`src/hdl/rrp_ram.sv`:
```
// Generic single-write, single-read RAM with registered read data.
// No dependencies.
`default_nettype none

module rrp_ram #(
  parameter int WIDTH = 8,
  parameter int DEPTH = 2
) (
  input  wire logic                     clk_i,
  input  wire logic                     we_i,
  input  wire logic [$clog2(DEPTH)-1:0] waddr_i,
  input  wire logic [WIDTH-1:0]         wdata_i,
  input  wire logic                     re_i,
  input  wire logic [$clog2(DEPTH)-1:0] raddr_i,
  output logic      [WIDTH-1:0]         rdata_o
);

  logic [WIDTH-1:0] mem_q [DEPTH];
  logic [WIDTH-1:0] rdata_q;

  // Write and registered read
  always_ff @(posedge clk_i) begin
    if (we_i) mem_q[waddr_i] <= wdata_i;
    if (re_i) rdata_q <= mem_q[raddr_i];
  end

  assign rdata_o = rdata_q;

endmodule

`default_nettype wire

```
`config.mk`:
```
export PLATFORM = sky130hd
export DESIGN_NAME = rrp_ram
export DESIGN_NICKNAME = d
export VERILOG_FILES = /design/src/hdl/rrp_ram.sv
export SDC_FILE = /design/constraint.sdc
export NUM_CORES = 1
export LEC_CHECK = 0
export ABC_CLOCK_PERIOD_IN_PS = 1100
export BUFFER_PORTS_ARGS = -buffer_cell sky130_fd_sc_hd__buf_4
export CORE_MARGIN = 8
export CORE_UTILIZATION = 25
export DETAILED_ROUTE_END_ITERATION = 8
export GPL_ROUTABILITY_DRIVEN = 0
export GPL_TIMING_DRIVEN = 0
export SLEW_MARGIN = 25
export SYNTH_ARGS = -nofsm -noshare
export SYNTH_HDL_FRONTEND = slang
export SYNTH_SLANG_ARGS = --single-unit
```
`constraint.sdc`:
```
create_clock -name clk_i -period 1.1 [get_ports clk_i]
set_clock_uncertainty 0.2 [all_clocks]
set_input_delay 0.055 -clock clk_i [delete_from_list [all_inputs] [get_ports clk_i]]
set_output_delay 0.055 -clock clk_i [all_outputs]
set_load 0.01 [all_outputs]
```
After elaboration in Yosys (flattened, before gate mapping) --
Memory sizes are Yosys's and may differ from the RTL's. A register that Yosys moved wholly into a read port is not among the register bits. Index checks and enable logic that the tools add are counted.
Storage, ports and cells: bits in registers 0, latch bits 0, bits in writable memories 16, memory bits (read-only) 0, output and inout port bits 8, logic and storage cells 3, memories 1
Memories:
- mem_q | words 2, bits a word 8, read ports 1, clocked after Yosys merged registers in 1, write ports 1, RTL line 18 | logic [WIDTH-1:0] mem_q [DEPTH];
Operators by class: add/subtract/negate cells 0, multiply operators 0, div/mod/pow operators 0, order comparisons 0, equality and inequality tests 0, shift operators 0, multiplexer cells 2, bitwise operators 0, reduce and logical (&&, ||, !) cells 0
Operator list (number):
- $mux 1 | 2

Logic depth before layout (Yosys ltp) --
word-level depth 2, depth in mapped cells 2, depth with buffers taken out 1

Least setup slack after synthesis --
OpenSTA, ideal clock, no wires.
path kind register -> register, from mem mem_q[0][0], to reg rdata_q[0], in the netlist rdata_o[0], read port of mem_q, data pin, data arrival time 0.590 ns, data required time 0.640 ns, setup slack 0.050 ns, cell stages (with the launch flop) 2, path buffers 0, path through edfxtp_1 -> mux2_4
RTL lines:
- start: declaration | RTL line 18
- end: declaration | RTL line 19 | logic [WIDTH-1:0] rdata_q;
No word-level cell between the ends.

Worst setup path in the final report --
from mem mem_q[0][2], to reg rdata_q[2], in the netlist rdata_o[2], read port of mem_q, data pin
No word-level cell between the ends.

==> flow_metrics.py <==
metrics = {
    "status": {
        "status": "finished with violations",
        "violations": "negative hold slack, negative setup slack",
    },
    "layout": {
        "area_growth_pct": 39.2,
        "final_cell_mix": "24 x edfxtp_1, 12 x buf_4, 9 x dlygate4sd3_1",
        "num-nets-final": 81,
        "final_core_util": 0.361,
        "final_common_cell": "edfxtp_1",
        "nFillCells": 321,
        "n_antenna_cell": 0,
        "layout-drive-gt1-share": 0.470,
    },
    "detailed_routing": {
        "via_per_inst": 3.61,
        "wl_per_cell_um": 11.4,
        "ant_nets": 0,
        "vias": 404,
        "first_iter_violations": 16,
        "wl_um": 1270,
        "post-route-drc-count": 0,
        "first_pass_iters": 3,
    },
    "sta": {
        "layout_min_cycle_time_ns": 1.10,
        "hold_ws_ns": -0.0519,
        "finalSetupViolations": 2,
        "maxSlewViolCount": 0,
        "setup_ws_ns": -0.00167,
        "finalCritPeriodShare": 1.00,
        "worst_pin_slew_ns": 0.757,
        "rsz0062_at_grt": "yes",
        "hold_violations": 16,
        "timing.fmax_ghz": 0.908,
        "slew-limit-headroom": 0.494,
    },
    "placed_design": {
        "dp_hpwl_um": 968,
        "portBuffers": 19,
    },
    "synth": {
        "postSynthCellCount": 35,
        "ys_ff_latch": 24,
        "synth_warnings": 0,
        "yosysUniqueCellTypes": 5,
        "synth-seq-area-share": 0.834,
        "avgSynthCellArea_um2": 24.7,
        "syn-num-nets": 48,
        "synthesis.area_um2": 865,
    },
    "power_and_ir_drop": {
        "cell_internal_pwr_mw": 1.33,
        "power_switching_uw": 308,
        "ir_worst_vdd_mv": 0.932,
        "power_mw": 1.64,
        "p_clk_frac": 0.216,
        "leakagePower_nw": 0.456,
        "comb_power_share": 0.115,
        "seq_power_share": 0.669,
        "swShare": 0.188,
        "power_density_mw_per_mm2": 1360,
    },
    "setup_path": {
        "crit_chain": "mux2_4",
        "end_kind": "flip-flop",
        "start_kind": "flip-flop",
        "slowest_delay_ns": 0.39,
        "critPathSlowestCell": "edfxtp_1",
        "cp_max_fo": 1,
        "timing.rr.start": "mem_q[0][2]",
        "crit_buf_inv": 0,
        "worstPathArrival_ns": 0.96,
        "startpoint": "mem_q[0][2]",
        "cp.required_ns": 0.96,
        "rr_endpoint": "rdata_o[2]",
        "critical_path_depth": 1,
        "crit_path_end": "rdata_o[2]",
        "critPathKind": "reg -> reg",
        "rrSetupSlack_ns": -0.002,
        "r2r_cells": 1,
        "crit_family": "flip-flops",
    },
    "clocking": {
        "cts_buffers": 3,
        "postCtsSetupBuffers": 0,
        "clock_path_buffers": 2,
        "path_clk_slew_ns": 0.11,
        "cts_tree": "done",
        "clk_latency_ns": 0.30,
        "h-tree-depth": 1,
        "cts.sinks": 24,
        "cts-root-buf": "clkbuf_4",
        "ctsHoldBuffers": 9,
    },
    "global_routing": {
        "grt_use_met3": 0.0399,
        "grt.total_usage": 0.0505,
        "top_usage_layer": "met2",
        "grt_pass1_wl_um": 2080,
        "grt_antenna_before_repair": 0,
        "grtUsageMet1": 0.0619,
        "grt_pass1_vias": 443,
        "grt_max_degree": 13,
        "grt_overflow": 0,
        "gr-usage-met2": 0.0687,
    },
    "die": {
        "ioPinCount": 21,
        "die_h_um": 74.8,
        "initial_core_util": 0.259,
        "rows": 21,
        "dieArea_mm2": 0.00560,
        "fp.dieW_um": 74.8,
        "core_mm2": 0.00334,
    },
    "hold_path": {
        "hold_class": "in -> reg",
        "min_from": "raddr_i",
    },
    "job": {
        "drv_cap": 0,
    },
}
## cell families (layout without fill, tap and decap cells)
logic type | count (synthesis) | after routing | share of synthesized area
multiplexers | 8 | 8 | 0.139
buffers and inverters | 1 | 32 | 0.0130
AND/OR/NAND/NOR | 2 | 2 | 0.0145
flip-flops | 24 | 24 | 0.834
## layout make-up
type | instances | area (µm²) | share of cell area
Tap cell | 46 | 57.6 | 0.0478
Buffer | 1 | 11.3 | 0.00936
Timing Repair Buffer | 28 | 259 | 0.215
Multi-Input combinational cell | 10 | 133 | 0.110
Clock buffer | 3 | 22.5 | 0.0187
Sequential cell | 24 | 721 | 0.599
## sequential cells by signal, summed over array words and instances, names as in the netlist
signal and cells:
mem_q 16, rdata_o 8
## worst min-delay path by stage
stage                  endpoint  cells past startpoint
detailed placement  mem_q[0][7]                      1
global route         rdata_o[6]                      2
CTS                  rdata_o[5]                      2
finish               rdata_o[5]                      2
global placement    mem_q[1][1]                      1
floorplan           mem_q[0][0]                      0
## routing by layer
layer / vias up / wire length [µm]
met1: 179 / 633
met5: - / 0
li1: 202 / -
met3: 2 / 132
met2: 21 / 497
met4: 0 / 8
## what timing repair did
item,in CTS,in global routing
resized for setup,1,6
setup endpoints to repair,3,14
hold endpoints to repair,40,8
## cell usage after synthesis, drive strengths merged
library cell / n / area, µm²
and2: 1 / 6.26
buf: 1 / 11.3
edfxtp: 24 / 721
mux2: 8 / 120
nor2b: 1 / 6.26
## power groups by stage
stage / clock [mW] / combinational, mW / sequential (mW)
global placement: 0 / 0.153 / 1.11
global route: 0.409 / 0.205 / 1.10
CTS: 0.371 / 0.185 / 1.10
finish: 0.353 / 0.189 / 1.10
floorplan: 0 / 0.0625 / 1.13
detailed placement: 0 / 0.158 / 1.12
## per-stage QoR
step | setup WS (ns) | TNS, ns | cells | cell area [µm²]
2_1_floorplan | 0.0496 | 0 | 35 | 865
3_3_place_gp | -0.203 | -1.62 | 100 | 1060
3_5_place_dp | -0.266 | -2.13 | 100 | 1060
4_1_cts | -0.00755 | -0.0184 | 112 | 1180
5_1_grt | -0.0454 | -0.332 | 112 | 1200
6_report | -0.00167 | -0.00194 | 112 | 1200
Note: power is estimated with default switching activity, not from simulation.
