[config.mk]
export PLATFORM = sky130hd
export DESIGN_NAME = rrp_out_fifo_flat
export DESIGN_NICKNAME = d
export VERILOG_FILES = /design/src/hdl/rrp_pkg.sv /design/src/hdl/rrp_if.sv /design/src/hdl/rrp_out_fifo.sv /design/src/flat_wrapper.sv
export SDC_FILE = /design/constraint.sdc
export NUM_CORES = 1
export LEC_CHECK = 0
export BUFFER_PORTS_ARGS = -buffer_cell sky130_fd_sc_hd__buf_4
export CORE_AREA = 2 2 184 186
export CTS_BUF_LIST = sky130_fd_sc_hd__clkbuf_4
export CTS_CLUSTER_SIZE = 8
export DETAILED_ROUTE_END_ITERATION = 6
export DIE_AREA = 0 0 186 188
export PLACE_DENSITY = 0.86
export SLEW_MARGIN = 20
export SYNTH_ARGS = -nofsm -noshare
export SYNTH_HDL_FRONTEND = slang
export SYNTH_SLANG_ARGS = --single-unit
[constraint.sdc]
create_clock -name clk_i -period 7.7 [get_ports clk_i]
set_input_delay 1.54 -clock clk_i [delete_from_list [all_inputs] [get_ports clk_i]]
set_output_delay 1.54 -clock clk_i [all_outputs]
set_load 0.005 [all_outputs]
[src/hdl/rrp_pkg.sv]
// Shared types and constants of the reply parser: phases, token kinds,
// status codes, item structs and character codes. No dependencies.
`default_nettype none

package rrp_pkg;

  localparam int MaxDepthDef   = 128;
  localparam int LengthBitsDef = 32;

  // Parse phases
  typedef enum logic [3:0] {
    PH_TYPE, PH_SIMPLE, PH_INT, PH_BLEN, PH_ALEN, PH_NUMBAD, PH_BDATA,
    PH_BCR, PH_BLF, PH_ERRMSG, PH_ERRDONE, PH_DONE, PH_FAULT
  } phase_e;

  // Token kinds
  typedef enum logic [2:0] {
    K_TEXT, K_SIMPLE_END, K_BULK_END, K_INT, K_NULL, K_ARRAY, K_ERR_BYTE, K_STATUS
  } kind_e;

  // Final status codes
  typedef enum logic [3:0] {
    ST_OK, ST_ERR_REPLY, ST_INVALID, ST_TRUNC_LINE, ST_BAD_LEN, ST_BAD_BULK_LEN,
    ST_TRUNC_BULK, ST_BAD_ARR_LEN, ST_BAD_TYPE, ST_TRAILING
  } status_e;

  localparam logic [7:0] ChCr     = 8'h0D;
  localparam logic [7:0] ChLf     = 8'h0A;
  localparam logic [7:0] ChPlus   = 8'h2B;
  localparam logic [7:0] ChColon  = 8'h3A;
  localparam logic [7:0] ChDollar = 8'h24;
  localparam logic [7:0] ChStar   = 8'h2A;
  localparam logic [7:0] ChMinus  = 8'h2D;
  localparam logic [7:0] ChZero   = 8'h30;
  localparam logic [7:0] ChNine   = 8'h39;

  typedef struct packed {
    logic [7:0] byte_in;
    logic       no_byte;
    logic       end_of_reply;
  } in_item_t;

  typedef struct packed {
    logic [2:0]         token_kind;
    logic [7:0]         payload_byte;
    logic signed [63:0] int_value;
    logic [7:0]         nest_level_out;
    logic [3:0]         final_status;
    logic               run_last;
  } out_item_t;

  // Results written into the output queue in the same cycle
  typedef struct packed {
    logic [1:0] cnt;
    out_item_t  item0;
    out_item_t  item1;
  } push_t;

  // Stack entry: remaining element count and the level a close falls back to
  typedef struct packed {
    logic [30:0] cnt;
    logic [7:0]  fall;
  } stack_ent_t;

endpackage

`default_nettype wire

[src/hdl/rrp_if.sv]
// Valid/ready channel interfaces for reply bytes and tokens.
// Depends on rrp_pkg.
`default_nettype none


interface rrp_out_if import rrp_pkg::*; ();
  logic      valid;
  logic      ready;
  out_item_t data;
  modport source (output valid, output data, input ready);
  modport sink (input valid, input data, output ready);
endinterface

`default_nettype wire

[src/hdl/rrp_out_fifo.sv]
// Four-entry token queue: takes up to two items a cycle, gives one when ready.
// Depends on rrp_pkg and rrp_out_if.
`default_nettype none

module rrp_out_fifo import rrp_pkg::*; (
  input  wire logic  clk_i,
  input  wire logic  rst_ni,
  input  wire push_t push_i,
  output logic       space_o,
  rrp_out_if.source  out_o
);

  localparam int Depth = 4;

  out_item_t  mem_q [Depth];
  logic [1:0] wptr_q, wptr_d, rptr_q, rptr_d;
  logic [2:0] count_q, count_d;
  logic       pop;

  assign pop         = out_o.valid && out_o.ready;
  assign out_o.valid = (count_q != 3'd0);
  assign out_o.data  = mem_q[rptr_q];
  assign space_o     = (count_q <= 3'd2);

  // Advance pointers and count
  always_comb begin
    wptr_d  = wptr_q + push_i.cnt;
    rptr_d  = rptr_q + {1'b0, pop};
    count_d = count_q + {1'b0, push_i.cnt} - {2'b0, pop};
  end

  always_ff @(posedge clk_i or negedge rst_ni) begin
    if (!rst_ni) begin
      wptr_q  <= '0;
      rptr_q  <= '0;
      count_q <= '0;
    end else begin
      wptr_q  <= wptr_d;
      rptr_q  <= rptr_d;
      count_q <= count_d;
    end
  end

  // Store items
  always_ff @(posedge clk_i) begin
    if (push_i.cnt != 2'd0) mem_q[wptr_q] <= push_i.item0;
    if (push_i.cnt == 2'd2) mem_q[wptr_q + 2'd1] <= push_i.item1;
  end

endmodule

`default_nettype wire

[src/flat_wrapper.sv]
// flat-port wrapper written by rule: the top's interface ports become plain ports
module rrp_out_fifo_flat import rrp_pkg::*;
  (clk_i, rst_ni, push_i, space_o, out_o_valid, out_o_data, out_o_ready);
  rrp_out_if out_o_i ();
  input  wire logic clk_i;
  input  wire logic rst_ni;
  input  wire push_t push_i;
  output logic space_o;
  output wire logic [$bits(out_o_i.valid)-1:0] out_o_valid;
  output wire logic [$bits(out_o_i.data)-1:0] out_o_data;
  input wire logic [$bits(out_o_i.ready)-1:0] out_o_ready;
  assign out_o_valid = out_o_i.valid;
  assign out_o_data = out_o_i.data;
  assign out_o_i.ready = out_o_ready;
  rrp_out_fifo u_core (.clk_i(clk_i), .rst_ni(rst_ni), .push_i(push_i), .space_o(space_o), .out_o(out_o_i));
endmodule
* Yosys cells after proc, flatten, opt, wreduce, memory -nomap -nowiden
Memories as Yosys holds them, arrays and structs flattened. Index checks and enable logic that the tools add are counted.
Word-level totals: flip-flop bits (word level) 7, RAM bits 352, input port bits 181, output and inout port bits 90, logic and storage cells 18, memories kept 1
Memory list:
- u_core.mem_q | depth 4, width 88, read ports 1, clocked after memory_dff 0, wr ports 2, line rrp_out_fifo.sv:15 | out_item_t mem_q [Depth];
Cells by class: add/subtract/negate cells 5, order comparisons 1, equality and inequality tests 1, muxes and demuxes 4, reduce and logical (&&, ||, !) cells 3
Operator list (count):
- $mux W1 | 4
- $add A3 B2 Y3 | 1
- $le A3 B2 Y1 const B | 1
- $reduce_bool A3 Y1 | 1
- $sub A3 B1 Y3 | 1
- $add A2 B1 Y2 | 1
- $add A2 B1 Y2 const B | 1
- $add A2 B2 Y2 | 1
- $eq A2 B2 Y1 const B | 1
- $reduce_bool A2 Y1 | 1
- $logic_and A1 B1 Y1 | 1

* Depth between registers and ports, before layout
Gate-level depths: netlist (run 1).
word-level depth 3, mapped depth 7, gate-level depth less buffers 6

* Worst setup path after synthesis (run 1)
No wires, ideal clock.
path type input-to-reg, from in push_i[177] in the netlist's numbering, to mem u_core.mem_q[0][0] in the netlist's numbering, enable pin, setup time 656 ps, arrival 7946 ps, data required time 7044 ps, path slack -902 ps, stages 3, path buffers 1, path through buf_2 o21bai_1 o21ai_0
RTL lines:
- start: declaration | line flat_wrapper.sv:7 | input wire push_t push_i;
- end: declaration | line rrp_out_fifo.sv:15

* Worst setup path in the final report (run 1)
from reg u_core.rptr_q[0], to out out_o_data[5]
Between the ends: cells in the longest elaborated chain, start to end 1
Ends and longest elaborated chain:
- start: declaration | line rrp_out_fifo.sv:16 | logic [1:0] wptr_q, wptr_d, rptr_q, rptr_d;
- start signal: assignment | line rrp_out_fifo.sv:39 | rptr_q <= rptr_d;
- $mem_v2 Z4 W88
- end: declaration | line flat_wrapper.sv:10 | output wire logic [$bits(out_o_i.data)-1:0] out_o_data;
No other way between the ends.

==> impl_metrics.env, run 1 <==
export IMPL_slew_violations=0
export IMPL_setup_tns_ns=0
export IMPL_die_area_um2=34970
export IMPL_seqCellArea_um2=10750
export IMPL_routedWlPerCell_um=22.92
export IMPL_syn_nets=1075
export IMPL_max_freq_mhz=214.8
export IMPL_clkTransAtPathRegs_ns=0.06
export IMPL_avgSynthCellArea_um2=19.40
export IMPL_max_stage_delay_ns=0.84
export IMPL_synth_seq_cells=359
export IMPL_fill_cells=2356
export IMPL_start_util=0.5215
export IMPL_syn_to_final_growth_pct=21.32
export IMPL_rows=67
export IMPL_fin_nets=1397
export IMPL_cp_data_required_time_ns=6.16
export IMPL_p_per_area_nw_per_um2=352.0
export IMPL_cp_max_fo=33
export IMPL_dp_cells=1566
export IMPL_grt_pass1_wl_um=60420
export IMPL_period_share=0.6045
export IMPL_cpMostUsedCell="buf_4"
export IMPL_endpoint_kind="output port"
export IMPL_ctsResizeCount=0
export IMPL_die_w_um=186
export IMPL_cp_num_buf_inv=2
export IMPL_instances_no_fill=1728
export IMPL_grt_max_degree=65
export IMPL_critPathArrivalTime_ns=3.11
export IMPL_min_period_ns=4.655
export IMPL_cts_htree_levels=3
export IMPL_gp_congestion=0.7694
export IMPL_holdCritPathClass="flip-flop to flip-flop"
export IMPL_cts_tree="yes"
export IMPL_maxCapViolCount=0
export IMPL_post_dp_hpwl_um=23440
export IMPL_drive_above_1_share=0.6747
export IMPL_syn_inst=890
export IMPL_clock_tree_buffer_depth=3
export IMPL_synth_seq_area_share=0.6222
export IMPL_grt_antenna_before_repair=3
export IMPL_crit_chain="buf_4, mux4_2, buf_4"
export IMPL_via_per_inst=5.676
export IMPL_slowest_stage="dfrtp_4"
export IMPL_yosysWarnings=0
export IMPL_clock_sinks=359
export IMPL_multi_input_area_um2=6262
export IMPL_outcome="completed"
export IMPL_die_y_um=188
export IMPL_post_cts_buffers=0
export IMPL_worstSetupPathType="flip-flop to output port"
export IMPL_core_area_um2=33110
export IMPL_finalHoldViolCount=0
export IMPL_drc=0
export IMPL_ios=271
export IMPL_grt_overflow_total=0
export IMPL_clk_latency_ns=0.74
export IMPL_wirelength_um=39610
export IMPL_slew_headroom=0.3026
export IMPL_tritoncts_num_buffers=92
export IMPL_first_pass_iters=5
export IMPL_netlist_area_um2=17270
export IMPL_root_buffer="clkbuf_4"
export IMPL_worstMarginPinSlew_ns=1.046
export IMPL_hold_buffers=0
export IMPL_start_kind="flip-flop"
export IMPL_vias=9808
export IMPL_crit_family="buffers and inverters"
export IMPL_setup_violations=0
export IMPL_rsz0062_at_grt="false"
export IMPL_port_buffers=270
export IMPL_grt_usage=0.2304
export IMPL_drt_iter0_drc=638
export IMPL_leakage_nw=7.506
export IMPL_grt_pass1_vias=11060
export IMPL_vdd_drop_max_mv=0.2857
export IMPL_skew_ns=0.02271
export IMPL_drtAntennaViolNets=0
export IMPL_ys_types=25
cell families after synthesis:
family	count (synthesis)	synth area share
simple gates	8	0.004203
compound gates	7	0.002681
flops	359	0.6222
mux	442	0.3455
fa+ha+maj	4	0.003333
buf+inv	64	0.01906
xor+xnor	6	0.003043
cell usage after synthesis:
library cell | n | area, um2
or3_1 | 1 | 6.260
buf_6 | 1 | 11.26
edfxtp_1 | 352 | 10570
mux2_2 | 332 | 3739
inv_1 | 4 | 15.01
ha_1 | 3 | 37.54
nor4bb_1 | 2 | 20.02
nor4b_4 | 1 | 23.77
o21ai_0 | 2 | 10.01
fa_1 | 1 | 20.02
o311ai_0 | 1 | 8.760
xnor2_1 | 6 | 52.55
or2_2 | 1 | 6.260
buf_2 | 41 | 205.2
mux2_1 | 20 | 225.2
buf_4 | 8 | 60.06
nor2_1 | 2 | 7.510
clkbuf_1 | 10 | 37.54
mux4_2 | 88 | 1982
a21oi_1 | 1 | 5.000
o31ai_1 | 1 | 7.510
o21bai_1 | 2 | 15.01
dfrtp_1 | 7 | 175.2
nand4b_1 | 1 | 8.760
mux2i_1 | 2 | 20.02
flip-flops by register name (all words and copies together) (netlist names):
name / count
u_core.count_q: 3
u_core.mem_q: 352
u_core.rptr_q: 2
u_core.wptr_q: 2
path summary, 6_finish.rpt:
check | slack [ns] | start | to | cells after the start
setup / recovery | 3.05 | u_core.rptr_q[0]$_DFF_PN0_ | out_o_data[5] | 3
hold / removal | 0.59 | u_core.count_q[2]$_DFF_PN0_ | u_core.count_q[2]$_DFF_PN0_ | 1
setup reg to reg | 4.45 | u_core.wptr_q[1]$_DFF_PN0_ | u_core.mem_q[0][45]$_DFFE_PP_ | 4
hold reg to reg | 0.59 | u_core.count_q[2]$_DFF_PN0_ | u_core.count_q[2]$_DFF_PN0_ | 1
max in group asynchronous | 6.93 | rst_ni | u_core.rptr_q[1]$_DFF_PN0_ | 1
min in group asynchronous | 0.62 | rst_ni | u_core.count_q[1]$_DFF_PN0_ | 1
layout make-up:
| cell class | count | share of cell area |
|---|---|---|
| sequential | 359 | 0.5132 |
| multi-input combinational | 467 | 0.2989 |
| timing repair buffer | 288 | 0.1038 |
| clock buffer | 140 | 0.05016 |
| tap | 448 | 0.02675 |
| clock inverter | 21 | 0.006330 |
| inverter | 4 | 0.0007166 |
| antenna | 1 | 0.0001194 |
stage by stage:
step	hold WS, ns	total power, mW	util	instance area [um2]	setup slack [ns]
finish	0.5909	7.375	0.6327	20950	3.045
global route	0.5490	7.756	0.6327	20950	2.763
CTS	0.5257	7.476	0.6326	20950	2.864
detailed placement	0.5873	5.813	0.5969	19770	3.361
global placement	0.5560	5.748	0.5969	19770	3.419
floorplan	0.5124	4.670	-	17270	1.295
cells in the final DEF (no fill, tap or decap), types with 3 or more instances in the layout:
cell / instances
dfrtp_1: 5
mux2_2: 332
mux4_2: 88
ha_1: 3
clkinv_1: 16
xnor2_1: 6
edfxtp_1: 352
clkbuf_4: 140
inv_1: 4
buf_4: 287
mux2_1: 20
routing by layer:
metal | vias up | wire (um) | GRT usage
met4 | 4 | 1020 | 0.09812
met1 | 4987 | 14940 | 0.2710
met3 | 77 | 3364 | 0.07264
met2 | 359 | 20260 | 0.3889
met5 | - | 24 | 0
li1 | 4381 | - | -
power breakdown:
group | internal (mW) | switching, mW | total (mW)
logic | 1.36 | 1.22 | 2.58
clock network | 0.890 | 0.751 | 1.64
registers | 2.92 | 0.240 | 3.16
No activity file was read; power rests on OpenSTA's default activity.
==> inputs of run 2 (changes only) <==
- ABC_AREA: default -> 1
- CORE_AREA: 2 2 184 186 -> 2 2 175 177
- DIE_AREA: 0 0 186 188 -> 0 0 177 179
- PLACE_DENSITY: 0.86 -> 0.9
- clock period: 7.7 -> 4.45 ns (I/O delays scaled with it)
==> impl_metrics.env, run 2 <==
export IMPL_die_w_um=177
export IMPL_synth_top_cell_by_area="edfxtp_1"
export IMPL_vdd_drop_max_mv=0.3940
export IMPL_dp_cells=2415
export IMPL_synthMostInstantiatedCell="o21ai_0"
export IMPL_via_per_inst=5.854
export IMPL_die_area_um2=31680
export IMPL_fin_ws_ns=0.7607
export IMPL_die_y_um=179
export IMPL_top_regs="u_core.mem_q: 352 flops, u_core.count_q: 3 flops"
export IMPL_cp_max_fo=94
export IMPL_critPathArrivalTime_ns=2.80
export IMPL_cts_tree="yes"
export IMPL_layout_cell_area_non_filler_um2=20700
export IMPL_yosysWarnings=0
export IMPL_async_reset_ff_frac=0.01950
export IMPL_core_area_um2=30030
export IMPL_drive_above_1_share=0.2053
export IMPL_grt_pass1_wl_um=71810
export IMPL_place_area_um2=19600
export IMPL_avgSynthCellArea_um2=9.335
export IMPL_rows=64
export IMPL_min_delay_start="out_o_ready"
export IMPL_wirelength_um=46300
export IMPL_largest_register_ff_count=352
export IMPL_maxCapViolCount=0
export IMPL_reg2reg_from="u_core.wptr_q[1]$_DFF_PN0_"
export IMPL_grt_max_degree=180
export IMPL_syn_to_final_growth_pct=18.83
export IMPL_largest_register="u_core.mem_q"
export IMPL_instances_no_fill=2566
export IMPL_drc=0
export IMPL_p_per_area_nw_per_um2=645.0
export IMPL_worstMarginPinSlew_ns=0.9567
export IMPL_post_dp_hpwl_um=27140
export IMPL_drtAntennaViolNets=0
export IMPL_ios=271
export IMPL_post_place_ws_ns=1.372
export IMPL_fin_nets=2298
export IMPL_syn_nets=2051
export IMPL_clk_latency_ns=0.72
export IMPL_port_buffers=270
export IMPL_synth_common_cells="o21ai_0, nand2_1, edfxtp_1"
export IMPL_syn_inst=1866
export IMPL_vias=15020
export IMPL_first_pass_iters=6
export IMPL_grt_overflow_total=0
export IMPL_hold_slack_ns=0.4706
export IMPL_cp_data_required_time_ns=3.56
export IMPL_synthDominantCellAreaShare=0.6068
export IMPL_finalPower_mw=13.35
export IMPL_gp_congestion=0.8496
export IMPL_skew_ns=0.03660
export IMPL_period_share=0.8291
export IMPL_routedWlPerCell_um=18.04
export IMPL_start_kind="flip-flop"
export IMPL_fill_cells=2103
export IMPL_setup_violations=0
export IMPL_start_util=0.5801
export IMPL_setup_tns_ns=0
export IMPL_ys_top_cells_by_area="edfxtp_1, o21ai_0, nand2_1"
export IMPL_synth_seq_area_share=0.6169
export IMPL_root_buffer="clkbuf_4"
export IMPL_finalHoldViolCount=0
export IMPL_min_period_ns=3.689
export IMPL_layout_commonest_cell="o21ai_0"
export IMPL_grt_pass1_vias=14760
export IMPL_drt_iter0_drc=1647
export IMPL_cpMostUsedCell="o21ai_0"
export IMPL_ys_flop_type="edfxtp_1"
export IMPL_slowest_stage="inv_4"
export IMPL_ys_types=23
export IMPL_netlist_area_um2=17420
export IMPL_synth_seq_cells=359
export IMPL_grt_antenna_before_repair=2
export IMPL_grt_usage=0.2886
export IMPL_cts_htree_levels=3
export IMPL_max_stage_delay_ns=0.68
export IMPL_holdCritPathClass="input pin to flip-flop"
export IMPL_leakage_nw=8.692
export IMPL_max_freq_mhz=271.1
export IMPL_clkTransAtPathRegs_ns=0.06
export IMPL_utilization=0.6893
export IMPL_most_common_layout_cells="o21ai_0, nand2_1, edfxtp_1"
export IMPL_slew_violations=0
export IMPL_slew_headroom=0.3622
export IMPL_clock_tree_buffer_depth=3
export IMPL_setup_worst_path_start="u_core.rptr_q[1]$_DFF_PN0_"
export IMPL_crit_chain="inv_4, buf_12, o21ai_0, o21ai_0, buf_4"
export IMPL_tritoncts_num_buffers=91
export IMPL_clock_sinks=359
export IMPL_synth_edff_count=352
export IMPL_outcome="completed"
export IMPL_rsz0062_at_grt="false"
export IMPL_worstSetupPathType="flip-flop to output port"
export IMPL_endpoint_kind="output port"
## run 2: changes by cell type after synthesis, sizes merged, moves of 88 or more
cell,change
mux2,-352
inv,+95
nor2,+267
nand2,+375
o21ai,+615
mux4,-88
## run 2: worst paths after layout
check	to	slack, ns	cells past startpoint
worst max-delay path	out_o_data[31]	0.76	5
worst min-delay path	u_core.rptr_q[0]$_DFF_PN0_	0.47	3
worst max register to register	u_core.mem_q[1][16]$_DFFE_PP_	1.80	4
worst min register to register	u_core.rptr_q[1]$_DFF_PN0_	0.56	2
max in group asynchronous	u_core.rptr_q[0]$_DFF_PN0_	3.76	2
min in group asynchronous	u_core.count_q[2]$_DFF_PN0_	0.55	2
## run 2: report_power, final
part	switching, mW	internal, mW	total [mW]	leakage (nW)
Sequential	0.292	5.19	5.48	3.39
Clock	1.30	1.37	2.68	0.641
Combinational	3.33	1.86	5.19	4.67
## run 2: repair_timing
action | CTS | global route
hold buffers | 1 | 0
buffers inserted | 0 | 0
resized for setup | 0 | 0
hold endpoints to repair | 7 | 0
## run 2: worst max-delay path, delay by kind of cell (launching register included)
family / cells / cell delay [ns]
flip-flops: 1 / 0.41
AO/OA/AOI/OAI: 2 / 0.46
buffers and inverters: 3 / 1.18
## run 2: logic make-up (layout without fill, tap and decap cells)
family,Yosys count,in the layout,share of synthesized area
XOR/XNOR,2,2,0.001006
buffers and inverters,233,535,0.05912
AND/OR/NAND/NOR,650,650,0.1421
other,0,2,0
flip-flops,359,359,0.6169
adder cells (fa/ha/maj),4,4,0.003304
AO/OA/AOI/OAI,618,618,0.1776
## run 2: layout make-up
| type | instances | area [um2] | area share |
|---|---|---|---|
| Inverter | 99 | 376.6 | 0.01819 |
| Clock buffer | 135 | 1013 | 0.04896 |
| Timing Repair Buffer | 288 | 2265 | 0.1094 |
| Antenna cell | 2 | 5.005 | 0.0002418 |
| Clock inverter | 13 | 70.07 | 0.003385 |
| Tap cell | 396 | 495.5 | 0.02394 |
| Sequential cell | 359 | 10750 | 0.5193 |
| Multi-Input combinational cell | 1274 | 5724 | 0.2766 |
## run 2: metal layers
metal	GRT usage	part of all wire
met5	0	0
met4	0.1460	0.039
met3	0.05237	0.096
met2	0.5097	0.51
met1	0.3381	0.35
==> inputs of run 3 (changes only) <==
- clock period: 4.45 -> 3.8 ns (I/O delays scaled with it)
==> impl_metrics.env, run 3 (synthesized netlist as in run 2, its figures left out) <==
export IMPL_maxCapViolCount=0
export IMPL_die_area_um2=31680
export IMPL_violations="DRC"
export IMPL_root_buffer="clkbuf_4"
export IMPL_routedWlPerCell_um=17.85
export IMPL_endpoint_kind="output port"
export IMPL_ctsResizeCount=0
export IMPL_tritoncts_num_buffers=90
export IMPL_port_buffers=270
export IMPL_clkTransAtPathRegs_ns=0.07
export IMPL_holdCritPathClass="input pin to flip-flop"
export IMPL_leakage_nw=8.757
export IMPL_largest_register_ff_count=352
export IMPL_met2_usage=0.5006
export IMPL_worstMarginPinSlew_ns=0.8267
export IMPL_finalPower_mw=15.86
export IMPL_min_path_cells=3
export IMPL_grt_max_degree=177
export IMPL_grt_overflow_total=0
export IMPL_drtAntennaViolNets=0
export IMPL_grt_antenna_before_repair=2
export IMPL_layout_commonest_cell="o21ai_0"
export IMPL_vias=14840
export IMPL_vdd_drop_max_mv=0.5845
export IMPL_die_y_um=179
export IMPL_critPathArrivalTime_ns=2.72
export IMPL_ff2ff_path_depth=4
export IMPL_top_regs="u_core.mem_q: 352 flops, u_core.count_q: 3 flops"
export IMPL_rsz0062_at_grt="false"
export IMPL_setup_tns_ns=0
export IMPL_slew_violations=0
export IMPL_cts_htree_levels=3
export IMPL_grt_busiest_layer="met2"
export IMPL_max_freq_mhz=287.6
export IMPL_drive_above_1_share=0.2024
export IMPL_die_w_um=177
export IMPL_ios=271
export IMPL_clock_tree_buffer_depth=3
export IMPL_start_util=0.5801
export IMPL_post_dp_hpwl_um=26410
export IMPL_slew_headroom=0.4489
export IMPL_grtUsageMet1=0.3258
export IMPL_clk_latency_ns=0.67
export IMPL_gp_congestion=0.8056
export IMPL_wirelength_um=45830
export IMPL_worstSetupPathType="flip-flop to output port"
export IMPL_fin_nets=2296
export IMPL_grt_pass1_vias=15040
export IMPL_most_common_layout_cells="o21ai_0, nand2_1, edfxtp_1"
export IMPL_utilization=0.6936
export IMPL_fin_ws_ns=0.3226
export IMPL_post_cts_buffers=0
export IMPL_grt_usage=0.2857
export IMPL_period_share=0.9151
export IMPL_cp_data_required_time_ns=3.04
export IMPL_skew_ns=0.03049
export IMPL_drc=3
export IMPL_via_per_inst=5.781
export IMPL_core_area_um2=30030
export IMPL_grt_pass1_wl_um=71020
export IMPL_setup_violations=0
export IMPL_grtUsageMet3=0.06086
export IMPL_outcome="complete, but fails checks"
export IMPL_min_period_ns=3.477
export IMPL_syn_to_final_growth_pct=19.57
export IMPL_p_per_area_nw_per_um2=761.6
export IMPL_cp_max_fo=150
export IMPL_clock_sinks=359
export IMPL_finalHoldViolCount=0
export IMPL_cts_tree="yes"
export IMPL_start_kind="flip-flop"
export IMPL_largest_register="u_core.mem_q"
export IMPL_post_place_ws_ns=1.087
export IMPL_fill_cells=2123
export IMPL_drt_iter0_drc=1466
export IMPL_first_pass_iters=7
export IMPL_rows=64
export IMPL_hold_buffers=1
run 3: changes by cell type in the layout (fill, tap and decap cells not counted):
cell        before  now
clkinvlp_4       4    1
buf_12           8   13
clkbuf_4       135  128
clkinv_1         7   14
buf_4          279  273
bufinv_16        0    4
inv_2            3    4
run 3: layer usage:
metal	vias up	routed length (um)
met5	-	0
met2	860	23350
li1	6950	-
met3	140	4366
met4	0	1882
met1	6891	16230
run 3: report_power, final:
group / total, mW / switching, mW / internal (mW)
clock: 3.31 / 1.51 / 1.81
combinational: 6.07 / 3.86 / 2.21
sequential: 6.48 / 0.402 / 6.08
run 3: area by class of cell:
cell class | instances | area (um2) | share of cell area
antenna | 2 | 5.005 | 0.0002403
multi-input combinational | 1274 | 5724 | 0.2748
timing repair buffer | 287 | 2320 | 0.1114
tap | 396 | 495.5 | 0.02379
inverter | 99 | 376.6 | 0.01808
sequential | 359 | 10750 | 0.5161
clock buffer | 128 | 960.9 | 0.04613
clock inverter | 22 | 197.7 | 0.009491
run 3: critical path, cell delays in order (launching register included):
cell	delay, ns
dfrtp_4	0.69
buf_12	0.56
nor2_1	0.12
nor2_1	0.11
o21ai_0	0.11
o21ai_0	0.20
buf_4	0.19
run 3: final timing paths:
check / to / slack (ns) / from
max: out_o_data[16] / 0.32 / u_core.rptr_q[0]$_DFF_PN0_
min: u_core.mem_q[1][19]$_DFFE_PP_ / 0.37 / push_i[107]
max reg2reg: u_core.mem_q[0][15]$_DFFE_PP_ / 1.45 / u_core.wptr_q[1]$_DFF_PN0_
min reg2reg: u_core.rptr_q[1]$_DFF_PN0_ / 0.54 / u_core.rptr_q[1]$_DFF_PN0_
max in group asynchronous: u_core.rptr_q[0]$_DFF_PN0_ / 3.24 / rst_ni
min in group asynchronous: u_core.count_q[1]$_DFF_PN0_ / 0.43 / rst_ni
run 3: per-stage QoR:
step	cells	hold slack [ns]	instance area, um2
finish	2567	0.3689	20830
global placement	2414	0.5134	19660
floorplan	1866	0.4419	17420
global route	2567	0.3229	20830
CTS	2565	0.3092	20820
detailed placement	2414	0.5303	19660
